===== config.mk =====
export PLATFORM = sky130hd
export DESIGN_NAME = af_packet_tag_parser_top_flat
export DESIGN_NICKNAME = d
export VERILOG_FILES = /design/src/rtl/aftp_pkg.sv /design/src/rtl/aftp_byte_if.sv /design/src/rtl/aftp_result_if.sv /design/src/rtl/aftp_delay.sv /design/src/rtl/aftp_parse.sv /design/src/rtl/aftp_outbuf.sv /design/src/rtl/af_packet_tag_parser_top.sv /design/src/flat_wrapper.sv
export VERILOG_INCLUDE_DIRS = /design/src /design/src/rtl
export SDC_FILE = /design/constraint.sdc
export NUM_CORES = 1
export LEC_CHECK = 0
export BUFFER_PORTS_ARGS = -buffer_cell sky130_fd_sc_hd__buf_4
export CAP_MARGIN = 15
export CORE_UTILIZATION = 40
export CTS_CLUSTER_DIAMETER = 40
export DETAILED_ROUTE_END_ITERATION = 16
export SLEW_MARGIN = 0
export SYNTH_ARGS = -nofsm -noshare
export SYNTH_HDL_FRONTEND = slang
export SYNTH_SLANG_ARGS = --single-unit

===== constraint.sdc =====
create_clock -name clk -period 9.31 [get_ports clk]
set_clock_uncertainty 0.05 [all_clocks]
set_input_delay 0.4655 -clock clk [delete_from_list [all_inputs] [get_ports clk]]
set_output_delay 0.4655 -clock clk [all_outputs]
set_load 0.05 [all_outputs]

===== src/rtl/af_packet_tag_parser_top_assert.svh =====
// Assertion macros for the AF packet tag parser.
`ifndef AF_PACKET_TAG_PARSER_TOP_ASSERT_SVH
`define AF_PACKET_TAG_PARSER_TOP_ASSERT_SVH

`ifndef SYNTH

// Same-cycle implication, checked outside reset.
`define AFTP_ASSERT_IMP(label, clk, rst_n, pre, con) \
	label: assert property (@(posedge clk) disable iff (!rst_n) (pre) |-> (con)) \
		else $error("aftp assertion failed");

// Next-cycle implication, checked outside reset.
`define AFTP_ASSERT_NXT(label, clk, rst_n, pre, con) \
	label: assert property (@(posedge clk) disable iff (!rst_n) (pre) |=> (con)) \
		else $error("aftp assertion failed");

`else

`define AFTP_ASSERT_IMP(label, clk, rst_n, pre, con)
`define AFTP_ASSERT_NXT(label, clk, rst_n, pre, con)

`endif

`endif


===== src/rtl/aftp_pkg.sv =====
// Shared types, codes and constants of the AF packet tag parser.
package aftp_pkg;

	localparam int unsigned TRAILER_BYTES_DEF = 2;

	localparam logic [7:0] CHAR_A = 8'h41;
	localparam logic [7:0] CHAR_F = 8'h46;
	localparam logic [7:0] CHAR_T = 8'h54;

	localparam logic [3:0] OFF_SYNC_A = 4'd0;
	localparam logic [3:0] OFF_SYNC_F = 4'd1;
	localparam logic [3:0] OFF_SEQ_HI = 4'd6;
	localparam logic [3:0] OFF_SEQ_LO = 4'd7;
	localparam logic [3:0] OFF_FLAGS  = 4'd8;
	localparam logic [3:0] OFF_TYPE   = 4'd9;

	localparam logic [28:0] FIELD_LAST_BYTE = 29'd3;

	localparam logic [1:0] KIND_HEADER  = 2'd0;
	localparam logic [1:0] KIND_PAYLOAD = 2'd1;
	localparam logic [1:0] KIND_STATUS  = 2'd2;

	localparam logic [2:0] ST_OK        = 3'd0;
	localparam logic [2:0] ST_BAD_SYNC  = 3'd1;
	localparam logic [2:0] ST_BAD_TYPE  = 3'd2;
	localparam logic [2:0] ST_TOO_SHORT = 3'd3;
	localparam logic [2:0] ST_TRUNCATED = 3'd4;

	typedef struct packed {
		logic [1:0]  kind;
		logic [31:0] tag_name;
		logic [28:0] tag_length;
		logic [7:0]  payload_byte;
		logic        tag_end;
		logic [2:0]  status;
		logic [15:0] sequence_res;
		logic [7:0]  header_flags;
		logic        final_of_step;
	} result_t;

	typedef struct packed {
		logic       valid;
		logic [7:0] data;
		logic       last;
	} pop_t;

	typedef struct packed {
		logic    first_valid;
		result_t first;
		logic    second_valid;
		result_t second;
	} result_pair_t;

endpackage


===== src/rtl/aftp_byte_if.sv =====
// Valid/ready channel that carries one frame byte per transfer.
interface aftp_byte_if;
	logic       valid;
	logic       ready;
	logic [7:0] data_byte;
	logic       frame_end;

	modport source (output valid, output data_byte, output frame_end, input ready);
	modport sink (input valid, input data_byte, input frame_end, output ready);
endinterface


===== src/rtl/aftp_result_if.sv =====
// Valid/ready channel that carries one parser result per transfer.
interface aftp_result_if;
	logic        valid;
	logic        ready;
	logic [1:0]  kind;
	logic [31:0] tag_name;
	logic [28:0] tag_length;
	logic [7:0]  payload_byte;
	logic        tag_end;
	logic [2:0]  status;
	logic [15:0] sequence_res;
	logic [7:0]  header_flags;
	logic        final_of_step;

	modport source (
		output valid, output kind, output tag_name, output tag_length, output payload_byte,
		output tag_end, output status, output sequence_res, output header_flags,
		output final_of_step, input ready
	);
	modport sink (
		input valid, input kind, input tag_name, input tag_length, input payload_byte,
		input tag_end, input status, input sequence_res, input header_flags,
		input final_of_step, output ready
	);
endinterface


===== src/rtl/aftp_delay.sv =====
// Trailer delay line that holds back the last bytes of every frame.
module aftp_delay #(
	parameter int unsigned TRAILER_BYTES = aftp_pkg::TRAILER_BYTES_DEF
) (
	input  logic           clk,
	input  logic           arst_n,
	input  logic           step,
	input  logic [7:0]     data_in,
	input  logic           last,
	output aftp_pkg::pop_t pop
);

	assign pop.last = last;

	if (TRAILER_BYTES == 0) begin : g_direct
		assign pop.valid = 1'b1;
		assign pop.data  = data_in;
	end else begin : g_line
		localparam int FILL_W = $clog2(TRAILER_BYTES + 1);
		localparam int IDX_W  = (TRAILER_BYTES > 1) ? $clog2(TRAILER_BYTES) : 1;

		logic [7:0]        line_q [TRAILER_BYTES];
		logic [FILL_W-1:0] fill_q;
		logic              full;

		assign full      = (fill_q == FILL_W'(TRAILER_BYTES));
		assign pop.valid = full;
		assign pop.data  = line_q[0];

		always_ff @(posedge clk or negedge arst_n) begin
			if (!arst_n) begin
				fill_q <= '0;
			end else if (step) begin
				if (last) begin
					fill_q <= '0;
				end else if (!full) begin
					fill_q <= fill_q + FILL_W'(1);
				end
			end
		end

		always_ff @(posedge clk) begin
			if (step) begin
				if (full) begin
					for (int i = 0; i < int'(TRAILER_BYTES) - 1; i++) begin
						line_q[i] <= line_q[i + 1];
					end
					line_q[TRAILER_BYTES - 1] <= data_in;
				end else begin
					line_q[fill_q[IDX_W-1:0]] <= data_in;
				end
			end
		end
	end

endmodule


===== src/rtl/aftp_parse.sv =====
// Frame header check, tag item split and frame status generation.
module aftp_parse (
	input  logic                   clk,
	input  logic                   arst_n,
	input  logic                   step,
	input  aftp_pkg::pop_t         pop,
	output aftp_pkg::result_pair_t pair
);

	typedef enum logic [4:0] {
		PH_HDR  = 5'b00001,
		PH_NAME = 5'b00010,
		PH_LEN  = 5'b00100,
		PH_PAY  = 5'b01000,
		PH_SKIP = 5'b10000
	} phase_t;

	phase_t      phase_q, phase_n;
	logic [3:0]  off_q, off_n;
	logic [28:0] count_q, count_n;
	logic [31:0] name_q, name_n;
	logic [31:0] len_q, len_n;
	logic [15:0] seq_q, seq_n;
	logic [7:0]  flags_q, flags_n;
	logic [2:0]  err_q, err_n;
	logic [31:0] len_shifted;
	logic [28:0] len_new;
	logic [28:0] len_held;
	logic [2:0]  st;

	assign len_shifted = {len_q[23:0], pop.data};
	assign len_new     = len_shifted[31:3];
	assign len_held    = len_q[31:3];

	always_comb begin
		phase_n = phase_q;
		off_n   = off_q;
		count_n = count_q;
		name_n  = name_q;
		len_n   = len_q;
		seq_n   = seq_q;
		flags_n = flags_q;
		err_n   = err_q;
		pair.first_valid = 1'b0;
		pair.first       = '0;
		if (pop.valid) begin
			unique case (phase_q)
				PH_HDR: begin
					off_n = off_q + 4'd1;
					if ((off_q == aftp_pkg::OFF_SYNC_A && pop.data != aftp_pkg::CHAR_A) ||
					    (off_q == aftp_pkg::OFF_SYNC_F && pop.data != aftp_pkg::CHAR_F)) begin
						err_n   = aftp_pkg::ST_BAD_SYNC;
						phase_n = PH_SKIP;
					end else if (off_q == aftp_pkg::OFF_SEQ_HI) begin
						seq_n[15:8] = pop.data;
					end else if (off_q == aftp_pkg::OFF_SEQ_LO) begin
						seq_n[7:0] = pop.data;
					end else if (off_q == aftp_pkg::OFF_FLAGS) begin
						flags_n = pop.data;
					end else if (off_q == aftp_pkg::OFF_TYPE) begin
						if (pop.data != aftp_pkg::CHAR_T) begin
							err_n   = aftp_pkg::ST_BAD_TYPE;
							phase_n = PH_SKIP;
						end else begin
							phase_n = PH_NAME;
							count_n = '0;
						end
					end
				end
				PH_NAME: begin
					name_n = {name_q[23:0], pop.data};
					if (count_q == aftp_pkg::FIELD_LAST_BYTE) begin
						phase_n = PH_LEN;
						count_n = '0;
					end else begin
						count_n = count_q + 29'd1;
					end
				end
				PH_LEN: begin
					len_n = len_shifted;
					if (count_q == aftp_pkg::FIELD_LAST_BYTE) begin
						pair.first_valid        = 1'b1;
						pair.first.kind         = aftp_pkg::KIND_HEADER;
						pair.first.tag_name     = name_q;
						pair.first.tag_length   = len_new;
						pair.first.tag_end      = (len_new == '0);
						if (len_new == '0) begin
							phase_n = PH_NAME;
							count_n = '0;
						end else begin
							phase_n = PH_PAY;
							count_n = len_new;
						end
					end else begin
						count_n = count_q + 29'd1;
					end
				end
				PH_PAY: begin
					pair.first_valid         = 1'b1;
					pair.first.kind          = aftp_pkg::KIND_PAYLOAD;
					pair.first.tag_name      = name_q;
					pair.first.tag_length    = len_held;
					pair.first.payload_byte  = pop.data;
					pair.first.tag_end       = (count_q <= 29'd1);
					if (count_q <= 29'd1) begin
						phase_n = PH_NAME;
						count_n = '0;
					end else begin
						count_n = count_q - 29'd1;
					end
				end
				PH_SKIP: begin
				end
				default: begin
				end
			endcase
		end
		pair.first.final_of_step = !pop.last;

		if (err_n != aftp_pkg::ST_OK) begin
			st = err_n;
		end else if (phase_n == PH_HDR) begin
			st = aftp_pkg::ST_TOO_SHORT;
		end else if (phase_n == PH_NAME && count_n == '0) begin
			st = aftp_pkg::ST_OK;
		end else begin
			st = aftp_pkg::ST_TRUNCATED;
		end
		pair.second_valid         = pop.last;
		pair.second               = '0;
		pair.second.kind          = aftp_pkg::KIND_STATUS;
		pair.second.status        = st;
		pair.second.sequence_res  = seq_n;
		pair.second.header_flags  = flags_n;
		pair.second.final_of_step = 1'b1;
	end

	always_ff @(posedge clk or negedge arst_n) begin
		if (!arst_n) begin
			phase_q <= PH_HDR;
			off_q   <= '0;
			count_q <= '0;
			seq_q   <= '0;
			flags_q <= '0;
			err_q   <= aftp_pkg::ST_OK;
		end else if (step) begin
			if (pop.last) begin
				phase_q <= PH_HDR;
				off_q   <= '0;
				count_q <= '0;
				seq_q   <= '0;
				flags_q <= '0;
				err_q   <= aftp_pkg::ST_OK;
			end else begin
				phase_q <= phase_n;
				off_q   <= off_n;
				count_q <= count_n;
				seq_q   <= seq_n;
				flags_q <= flags_n;
				err_q   <= err_n;
			end
		end
	end

	always_ff @(posedge clk) begin
		if (step) begin
			name_q <= name_n;
			len_q  <= len_n;
		end
	end

endmodule


===== src/rtl/aftp_outbuf.sv =====
// Two-entry result register that hands results out one transfer at a time.
module aftp_outbuf (
	input  logic                   clk,
	input  logic                   arst_n,
	input  logic                   load,
	input  aftp_pkg::result_pair_t pair,
	output logic                   can_take,
	aftp_result_if.source          result
);

	aftp_pkg::result_t e0_q, e1_q;
	logic [1:0]        cnt_q;
	logic              drain;
	logic [1:0]        n_new;

	assign drain    = (cnt_q != 2'd0) && result.ready;
	assign can_take = (cnt_q == 2'd0) || (cnt_q == 2'd1 && result.ready);
	assign n_new    = {1'b0, pair.first_valid} + {1'b0, pair.second_valid};

	always_ff @(posedge clk or negedge arst_n) begin
		if (!arst_n) begin
			cnt_q <= '0;
		end else if (load) begin
			cnt_q <= n_new;
		end else if (drain) begin
			cnt_q <= cnt_q - 2'd1;
		end
	end

	always_ff @(posedge clk) begin
		if (load) begin
			e0_q <= pair.first_valid ? pair.first : pair.second;
			e1_q <= pair.second;
		end else if (drain) begin
			e0_q <= e1_q;
		end
	end

	assign result.valid         = (cnt_q != 2'd0);
	assign result.kind          = e0_q.kind;
	assign result.tag_name      = e0_q.tag_name;
	assign result.tag_length    = e0_q.tag_length;
	assign result.payload_byte  = e0_q.payload_byte;
	assign result.tag_end       = e0_q.tag_end;
	assign result.status        = e0_q.status;
	assign result.sequence_res  = e0_q.sequence_res;
	assign result.header_flags  = e0_q.header_flags;
	assign result.final_of_step = e0_q.final_of_step;

endmodule


===== src/rtl/af_packet_tag_parser_top.sv =====
// Top level of the AF packet tag parser.
// The parser takes one frame byte per transfer and keeps up with one byte per
// cycle. A byte enters an input register and then the trailer delay line; the
// byte that leaves the delay line passes the header/tag decision logic into a
// two-entry result register. The final byte of a frame can cause two results
// (the last payload or header result and the frame status); the result
// register drains them one per cycle while the result side is ready, so the
// input stalls there, and otherwise only when the result side stalls. The last
// TRAILER_BYTES bytes of each frame are dropped as the trailer. Status codes:
// 0 ok, 1 bad sync, 2 bad type, 3 too short, 4 truncated item. No clearing
// pass is needed after reset.
`include "af_packet_tag_parser_top_assert.svh"

module af_packet_tag_parser_top #(
	parameter int unsigned TRAILER_BYTES = aftp_pkg::TRAILER_BYTES_DEF
) (
	input  logic        clk,
	input  logic        arst_n,
	aftp_byte_if.sink   frame,
	aftp_result_if.source result
);

	logic                   valid_s1;
	logic [7:0]             data_s1;
	logic                   end_s1;
	logic                   can_take;
	logic                   adv;
	aftp_pkg::pop_t         pop;
	aftp_pkg::result_pair_t pair;

	assign adv         = valid_s1 && can_take;
	assign frame.ready = !valid_s1 || can_take;

	always_ff @(posedge clk or negedge arst_n) begin
		if (!arst_n) begin
			valid_s1 <= 1'b0;
		end else if (frame.valid && frame.ready) begin
			valid_s1 <= 1'b1;
		end else if (adv) begin
			valid_s1 <= 1'b0;
		end
	end

	always_ff @(posedge clk) begin
		if (frame.valid && frame.ready) begin
			data_s1 <= frame.data_byte;
			end_s1  <= frame.frame_end;
		end
	end

	aftp_delay #(
		.TRAILER_BYTES(TRAILER_BYTES)
	) u_delay (
		.clk     (clk),
		.arst_n  (arst_n),
		.step    (adv),
		.data_in (data_s1),
		.last    (end_s1),
		.pop     (pop)
	);

	aftp_parse u_parse (
		.clk    (clk),
		.arst_n (arst_n),
		.step   (adv),
		.pop    (pop),
		.pair   (pair)
	);

	aftp_outbuf u_outbuf (
		.clk      (clk),
		.arst_n   (arst_n),
		.load     (adv),
		.pair     (pair),
		.can_take (can_take),
		.result   (result)
	);

	`AFTP_ASSERT_IMP(a_status_final, clk, arst_n, result.valid && result.kind == aftp_pkg::KIND_STATUS, result.final_of_step)
	`AFTP_ASSERT_IMP(a_header_end, clk, arst_n, result.valid && result.kind == aftp_pkg::KIND_HEADER, result.tag_end == (result.tag_length == '0))
	`AFTP_ASSERT_IMP(a_payload_len, clk, arst_n, result.valid && result.kind == aftp_pkg::KIND_PAYLOAD, result.tag_length != '0)
	`AFTP_ASSERT_NXT(a_stall_hold, clk, arst_n, valid_s1 && !can_take, valid_s1 && $stable(data_s1) && $stable(end_s1))

endmodule


===== src/flat_wrapper.sv =====
// flat-port wrapper written by rule: the top's interface ports become plain ports
module af_packet_tag_parser_top_flat 
#(
	parameter int unsigned TRAILER_BYTES = aftp_pkg::TRAILER_BYTES_DEF
)
  (clk, arst_n, frame_valid, frame_data_byte, frame_frame_end, frame_ready, result_valid, result_kind, result_tag_name, result_tag_length, result_payload_byte, result_tag_end, result_status, result_sequence_res, result_header_flags, result_final_of_step, result_ready);
  aftp_byte_if frame_i ();
  aftp_result_if result_i ();
  input  logic clk;
  input  logic arst_n;
  input wire logic [$bits(frame_i.valid)-1:0] frame_valid;
  input wire logic [$bits(frame_i.data_byte)-1:0] frame_data_byte;
  input wire logic [$bits(frame_i.frame_end)-1:0] frame_frame_end;
  output wire logic [$bits(frame_i.ready)-1:0] frame_ready;
  output wire logic [$bits(result_i.valid)-1:0] result_valid;
  output wire logic [$bits(result_i.kind)-1:0] result_kind;
  output wire logic [$bits(result_i.tag_name)-1:0] result_tag_name;
  output wire logic [$bits(result_i.tag_length)-1:0] result_tag_length;
  output wire logic [$bits(result_i.payload_byte)-1:0] result_payload_byte;
  output wire logic [$bits(result_i.tag_end)-1:0] result_tag_end;
  output wire logic [$bits(result_i.status)-1:0] result_status;
  output wire logic [$bits(result_i.sequence_res)-1:0] result_sequence_res;
  output wire logic [$bits(result_i.header_flags)-1:0] result_header_flags;
  output wire logic [$bits(result_i.final_of_step)-1:0] result_final_of_step;
  input wire logic [$bits(result_i.ready)-1:0] result_ready;
  assign frame_i.valid = frame_valid;
  assign frame_i.data_byte = frame_data_byte;
  assign frame_i.frame_end = frame_frame_end;
  assign frame_ready = frame_i.ready;
  assign result_valid = result_i.valid;
  assign result_kind = result_i.kind;
  assign result_tag_name = result_i.tag_name;
  assign result_tag_length = result_i.tag_length;
  assign result_payload_byte = result_i.payload_byte;
  assign result_tag_end = result_i.tag_end;
  assign result_status = result_i.status;
  assign result_sequence_res = result_i.sequence_res;
  assign result_header_flags = result_i.header_flags;
  assign result_final_of_step = result_i.final_of_step;
  assign result_i.ready = result_ready;
  af_packet_tag_parser_top #(.TRAILER_BYTES(TRAILER_BYTES)) u_core (.clk(clk), .arst_n(arst_n), .frame(frame_i), .result(result_i));
endmodule

Word level (Yosys, flattened, before mapping)
Memories as Yosys holds them, arrays and structs flattened.
Cells that the tools add are included.
{"block": "totals", "reg_bits": 270, "ramBits": 16, "in_bits": 13, "n_memories": 1}
{"name": "u_core.u_delay.g_line.line_q", "words": 2, "word_bits": 8, "read_ports": 2, "rd_clocked_by_memory_dff": 0, "write_ports": 2, "line_no": "aftp_delay.sv:22", "source": "logic [7:0] line_q [TRAILER_BYTES];"}
{"block": "op_classes", "addsub": 6, "n_lt_le_gt_ge": 1, "eq_ne": 18, "n_mux": 79, "n_reduce_logical": 27}
{"operator": "2-to-1 mux 29 bit", "n": 12}
{"operator": "2-to-1 mux 100 bit", "n": 3}
{"operator": "case mux 64 bit (2 select lines)", "n": 1}
{"operator": "case mux 29 bit (4 select lines)", "n": 1}
{"operator": "2-to-1 mux 8 bit", "n": 12}
{"operator": "2-to-1 mux 73 bit", "n": 1}
{"operator": "2-to-1 mux 16 bit", "n": 4}
{"operator": "2-to-1 mux 64 bit", "n": 1}
{"operator": "logical NOT 29 bit", "n": 2}
{"operator": "2-to-1 mux 5 bit", "n": 11}
{"operator": "2-to-1 mux 3 bit", "n": 12}
{"operator": "adder 29 x 1 -> 29 bit (second input constant)", "n": 1}
{"operator": "equality test 29 x 2 -> 1 bit (second input constant)", "n": 1}
{"operator": "less-or-equal comparator 29 x 1 -> 1 bit (second input constant)", "n": 1}
{"operator": "subtractor 29 x 1 -> 29 bit (second input constant)", "n": 1}
{"operator": "inequality test 8 x 7 -> 1 bit (second input constant)", "n": 3}
{"operator": "case mux 5 bit (4 select lines)", "n": 1}
{"operator": "2-to-1 mux 4 bit", "n": 4}
{"operator": "2-to-1 mux 1 bit", "n": 11}
{"operator": "equality test 5 x 1 -> 1 bit (second input constant)", "n": 2}
{"operator": "equality test 5 x 2 -> 1 bit (second input constant)", "n": 2}
{"operator": "nonzero test 2 bit", "n": 5}
{"operator": "AND reduction 3 bit", "n": 3}
{"operator": "equality test 4 x 3 -> 1 bit (second input constant)", "n": 2}
{"operator": "21 further kinds", "n": 34}

Logic depth before layout (Yosys ltp)
An unclocked memory read counts as a cell.
{"block": "depth", "depth_word": 17, "depth_mapped": 15, "mapped_depth_nobuf": 12}

Modules after synthesis
A second synthesis with hierarchy kept.
{"block": "hier_totals", "hier_cells": 1546, "hier_area_um2": 18126.1}
{"mod": "aftp_parse", "instances": 1, "cells_each": 937, "area_each_um2": 8748.4, "seq_area_each_um2": 3549.7}
{"mod": "aftp_outbuf", "instances": 1, "cells_each": 553, "area_each_um2": 8289.2, "seq_area_each_um2": 6055.8}
{"mod": "aftp_delay", "instances": 1, "cells_each": 42, "area_each_um2": 758.2, "seq_area_each_um2": 530.5}
{"mod": "af_packet_tag_parser_top", "instances": 1, "cells_each": 14, "area_each_um2": 330.3, "seq_area_each_um2": 295.3}

Worst setup path after synthesis
OpenSTA, ideal clock, no wires.
{"block": "synth_path", "path_type": "flip-flop to flip-flop", "startpoint": "reg u_core.u_parse.phase_q[2]", "endpoint": "reg u_core.u_parse.phase_q[2]", "setup_ns": 0.084, "t_arrival_ns": 3.908, "path_slack_ns": 5.268, "stages_incl_launch_ff": 6, "path_buffers": 1, "synth_period_minus_slack_ns": 4.042, "cell_sequence": "dfrtp_1 buf_6 or4b_2 nor3_1 a21oi_1 o21ai_1"}
{"block": "synth_via", "elab_chain_len": 8, "elab_cells_between_ends": 15, "classes_between": "eq/ne: 4; mux: 11"}
{"item": "start, declared", "line_no": "aftp_parse.sv:18", "source": "phase_t phase_q, phase_n;"}
{"item": "start signal, assigned", "line_no": "aftp_parse.sv:155", "source": "phase_q <= phase_n;"}
{"item": "2-to-1 mux 5 bit", "line_no": "aftp_parse.sv:60", "source": "end else if (off_q == aftp_pkg::OFF_TYPE) begin"}
{"item": "2-to-1 mux 5 bit", "line_no": "aftp_parse.sv:58", "source": "end else if (off_q == aftp_pkg::OFF_FLAGS) begin"}
{"item": "2-to-1 mux 5 bit", "line_no": "aftp_parse.sv:56", "source": "end else if (off_q == aftp_pkg::OFF_SEQ_LO) begin"}
{"item": "2-to-1 mux 5 bit", "line_no": "aftp_parse.sv:54", "source": "end else if (off_q == aftp_pkg::OFF_SEQ_HI) begin"}
{"item": "2-to-1 mux 5 bit", "line_no": "aftp_parse.sv:50", "source": "if ((off_q == aftp_pkg::OFF_SYNC_A && pop.data != aftp_pkg::CHAR_A) ||"}
{"item": "case mux 5 bit (4 select lines)", "line_no": "aftp_parse.sv:47", "source": "unique case (phase_q)"}
{"item": "2-to-1 mux 5 bit *", "line_no": "aftp_parse.sv:46", "source": "if (pop.valid) begin"}
{"item": "2-to-1 mux 5 bit *", "line_no": "aftp_parse.sv:147", "source": "if (pop.last) begin"}
Every way passes the cells marked *; elsewhere a longest branch is shown, timed or not.
A chain may end at the register's enable or synchronous reset.

Final worst setup path
{"block": "layout_path", "startpoint": "reg u_core.u_parse.count_q[3]", "endpoint": "reg u_core.u_outbuf.e0_q (netlist bit u_core.u_outbuf.result.status[2]) (data pin)"}
{"block": "layout_via", "elab_chain_len": 15, "elab_cells_between_ends": 32, "classes_between": "add/sub: 2; order compare: 1; eq/ne: 3; mux: 24; reduce/logical: 2"}
{"item": "start, declared", "line_no": "aftp_parse.sv:20", "source": "logic [28:0] count_q, count_n;"}
{"item": "start signal, assigned", "line_no": "aftp_parse.sv:157", "source": "count_q <= count_n;"}
{"item": "branches (longest 13 deep; another with subtractor 29 x 1 -> 29 bit)"}
{"item": "2-to-1 mux 100 bit *", "line_no": "aftp_outbuf.sv:32", "source": "e0_q <= pair.first_valid ? pair.first : pair.second;"}
{"item": "2-to-1 mux 100 bit *", "line_no": "aftp_outbuf.sv:31", "source": "if (load) begin"}
{"item": "end signal, assigned", "line_no": "aftp_outbuf.sv:32"}
{"item": "end signal, assigned", "line_no": "aftp_outbuf.sv:35", "source": "e0_q <= e1_q;"}
{"item": "end, declared", "line_no": "aftp_outbuf.sv:11", "source": "aftp_pkg::result_t e0_q, e1_q;"}
Every way passes the cells marked *.

==> results.yml <==
outcome:
  run_status: "completed"
clock_network:
  cts_htree_levels: 2
  ctsResizeCount: 0
  numCtsBuffers: 42
  postCtsHoldBufs: 1
  cts_sinks: 286
  clk_pin_slew_ns: 0.05
  cts_tree: "done"
  clockBufferDepth: 3
  cts-root-buf: "clkbuf_16"
  post_cts.repair.setup_buffers: 0
  clock_latency_ns: 0.55
min_path:
  worstHoldStart: "frame_data_byte[6]"
  holdCritPathClass: "in2reg"
critical_path:
  criticalPathCategory: "reg2reg"
  cp-startpoint: "u_core.u_parse.count_q[3]"
  cp-end-kind: "register"
  cp-start-kind: "register"
  crit_arrival_ns: 5.35
  required_ns: 9.55
  timing.rr.start: "u_core.u_parse.count_q[3]"
  path_max_fanout: 12
route:
  dr.pass1.iters: 6
  drc: 0
  ant_nets: 0
  drtIter0Drc: 1192
  dr_total_vias: 10219
  wl_per_cell_um: 23.2
  vias_per_cell: 5.79
  wl_mm: 40.9
pwr:
  pwr-share-clk_pct: 31.7
  power.internal_uw: 3250
  peakVddDrop_mv: 0.374
  p_per_area_nw_per_um2: 322
  power.switching_uw: 2020
  sequentialPowerShare_pct: 36.5
  power_frac_comb_pct: 31.8
  switching_share_pct: 38.4
  finalPower_uw: 5270
  p_leak_uw: 0.00628
place:
  dp_slack_ns: 4.41
  dp_hpwl_mm: 27.0
  gp_congestion: 0.968
  port_buffers: 114
  dp.cells: 1687
sta:
  tns_ns: 0
  hold_viol: 0
  worstMarginPinSlew_ns: 1.17
  rsz0062_at_grt: "no"
  timing.final.crit_share_pct: 54.9
  setup_ws_ns: 4.19
  slew-limit-headroom_pct: 21.6
  fin_crit_ns: 5.12
  fmaxAchievable_ghz: 0.195
  drv_slew: 0
  setup_viol_count_final: 0
logic_synthesis:
  synth_area_leaders: "edfxtp_1 48%, dfrtp_1 13%, nand2_1 4.0%, o21ai_0 2.3%, and2_1 2.2%"
  synth_top_cell_area_share_pct: 47.7
  synth_cell_types: 91
  synth_most_common_cell: "edfxtp_1"
  async_reset_ff_share_pct: 24.5
  synthTopCellsByCount: "216 x edfxtp_1, 146 x nand2_1, 69 x dfrtp_1, 66 x clkbuf_1, 66 x nor2_1"
  postSynthNetCount: 1215
  synth_area_um2: 13600
  synth-seq-area-share_pct: 60.6
  synth_enable_flop_cells: 216
  syn_avg_cell_area_um2: 11.4
  synth-main-ff-cell: "edfxtp_1"
  yosysWarnings: 0
  ys_seq_elements: 286
  syn_inst: 1191
  yosys.area.top_type: "edfxtp_1"
job:
  maxCapViolations: 0
final_layout:
  fillers: 3029
  area_delta_synth_final_pct: 20.3
  drive_gt1_share_pct: 19.7
  fin_util_pct: 48.8
  layout.cells.non_filler: 1765
  n_antenna_cell: 0
  finalNetCount: 1309
global_routing:
  grt_overflow: 0
  grt_use_total_pct: 23.2
  grt_max_degree: 99
  grt_pass1_vias: 9526
  grt_first_pass_wirelength_mm: 61.2
  antenna_found_initial: 1
floorplanning:
  die-area_um2: 34700
  fp.coreArea_um2: 33500
  ios: 115
  num_rows: 67
  initial_core_util_pct: 40.6
  dieWidth_um: 186
  die_h_um: 186
==> registers in the layout, indices dropped and copies added, names as in the netlist, 16 cells and up <==
name,flops
u_core.u_outbuf.result.tag_name,32
u_core.u_parse.len_q,32
u_core.u_parse.name_q,32
u_core.u_outbuf.result.tag_length,29
u_core.u_parse.count_q,29
u_core.u_outbuf.e1_q,27
u_core.u_delay.g_line.line_q,16
u_core.u_outbuf.result.sequence_res,16
u_core.u_parse.seq_q,16
==> cells in the final DEF, fill, tap and decap left out, types with 20 or more instances in the layout <==
master	count
clkbuf_16	43
a22oi_1	20
o31ai_1	30
nand4_1	23
nor3_1	23
nor4_1	26
and2_1	47
dfrtp_1	69
mux2i_1	24
o21ai_0	62
inv_1	43
edfxtp_1	216
nor2_1	64
nand2_1	145
a21oi_1	50
buf_4	138
==> per-layer routing <==
| metal | GRT usage [%] | up-vias | share of wire [%] |
|---|---|---|---|
| met1 | 32.7 | 4961 | 44 |
| li1 | - | 4668 | - |
| met5 | 0 | - | 0 |
| met3 | 5.59 | 103 | 8.8 |
| met2 | 35.0 | 487 | 45 |
| met4 | 7.53 | 0 | 3.1 |
==> worst max-delay path: stages (launching register included) <==
cell and delay (ns):
dfrtp_1 0.48, or4_1 0.64, or3_1 0.62, or4_1 0.64
nand4_1 0.65, nor4_1 0.11, a2111oi_1 0.76, nand4_1 0.23
nor4_1 0.31, and3_1 0.28, o21ai_1 0.09
==> power groups by stage <==
| stage | registers [µW] | logic [µW] | clock network, µW |
|---|---|---|---|
| floorplan | 2430 | 647 | 0 |
| global placement | 1940 | 1680 | 0 |
| detailed placement | 1950 | 1670 | 0 |
| CTS | 1930 | 1680 | 1700 |
| global route | 1960 | 1770 | 1750 |
| finish | 1920 | 1680 | 1670 |
==> area by class of cell <==
type	count	area, µm²	share of cell area (%)
flip-flops and latches	286	8240	50.4
clock buffers	45	1090	6.68
inverters	45	169	1.03
well taps	448	561	3.43
multi-input cells	770	4810	29.4
repair buffers	140	1070	6.56
clock inverters	31	415	2.54
==> per-stage QoR <==
stage,area (µm²),hold WS [ns]
2_1_floorplan,13600,0.120
3_3_place_gp,14800,0.349
3_5_place_dp,14800,0.343
4_1_cts,16300,0.0302
5_1_grt,16400,0.0282
6_report,16400,0.0484
==> cell families (layout without fill, tap and decap cells) <==
logic type	Yosys count	in the layout	synth area share, %
DFF	286	286	60.6
muxes	33	33	2.51
xor gates and xnor gates	11	11	0.708
adders and majority gates	11	11	1.01
AOI/OAI and AO/OA	276	276	13.8
and+or+nand+nor	439	439	16.9
buffers and inverters	135	261	4.53
==> final timing paths <==
check	slack, ns	depth (start not counted)	to
worst max-delay path	4.19	10	u_core.u_outbuf.result.status[2]
worst min-delay path	0.05	1	u_core.data_s1[6]
worst max register to register	4.19	10	u_core.u_outbuf.result.status[2]
worst min register to register	0.38	0	u_core.u_parse.name_q[13]
max in group asynchronous	7.86	3	u_core.u_parse.count_q[4]
min in group asynchronous	0.32	2	u_core.u_parse.count_q[27]
Note: power is estimated with default switching activity, not from simulation.
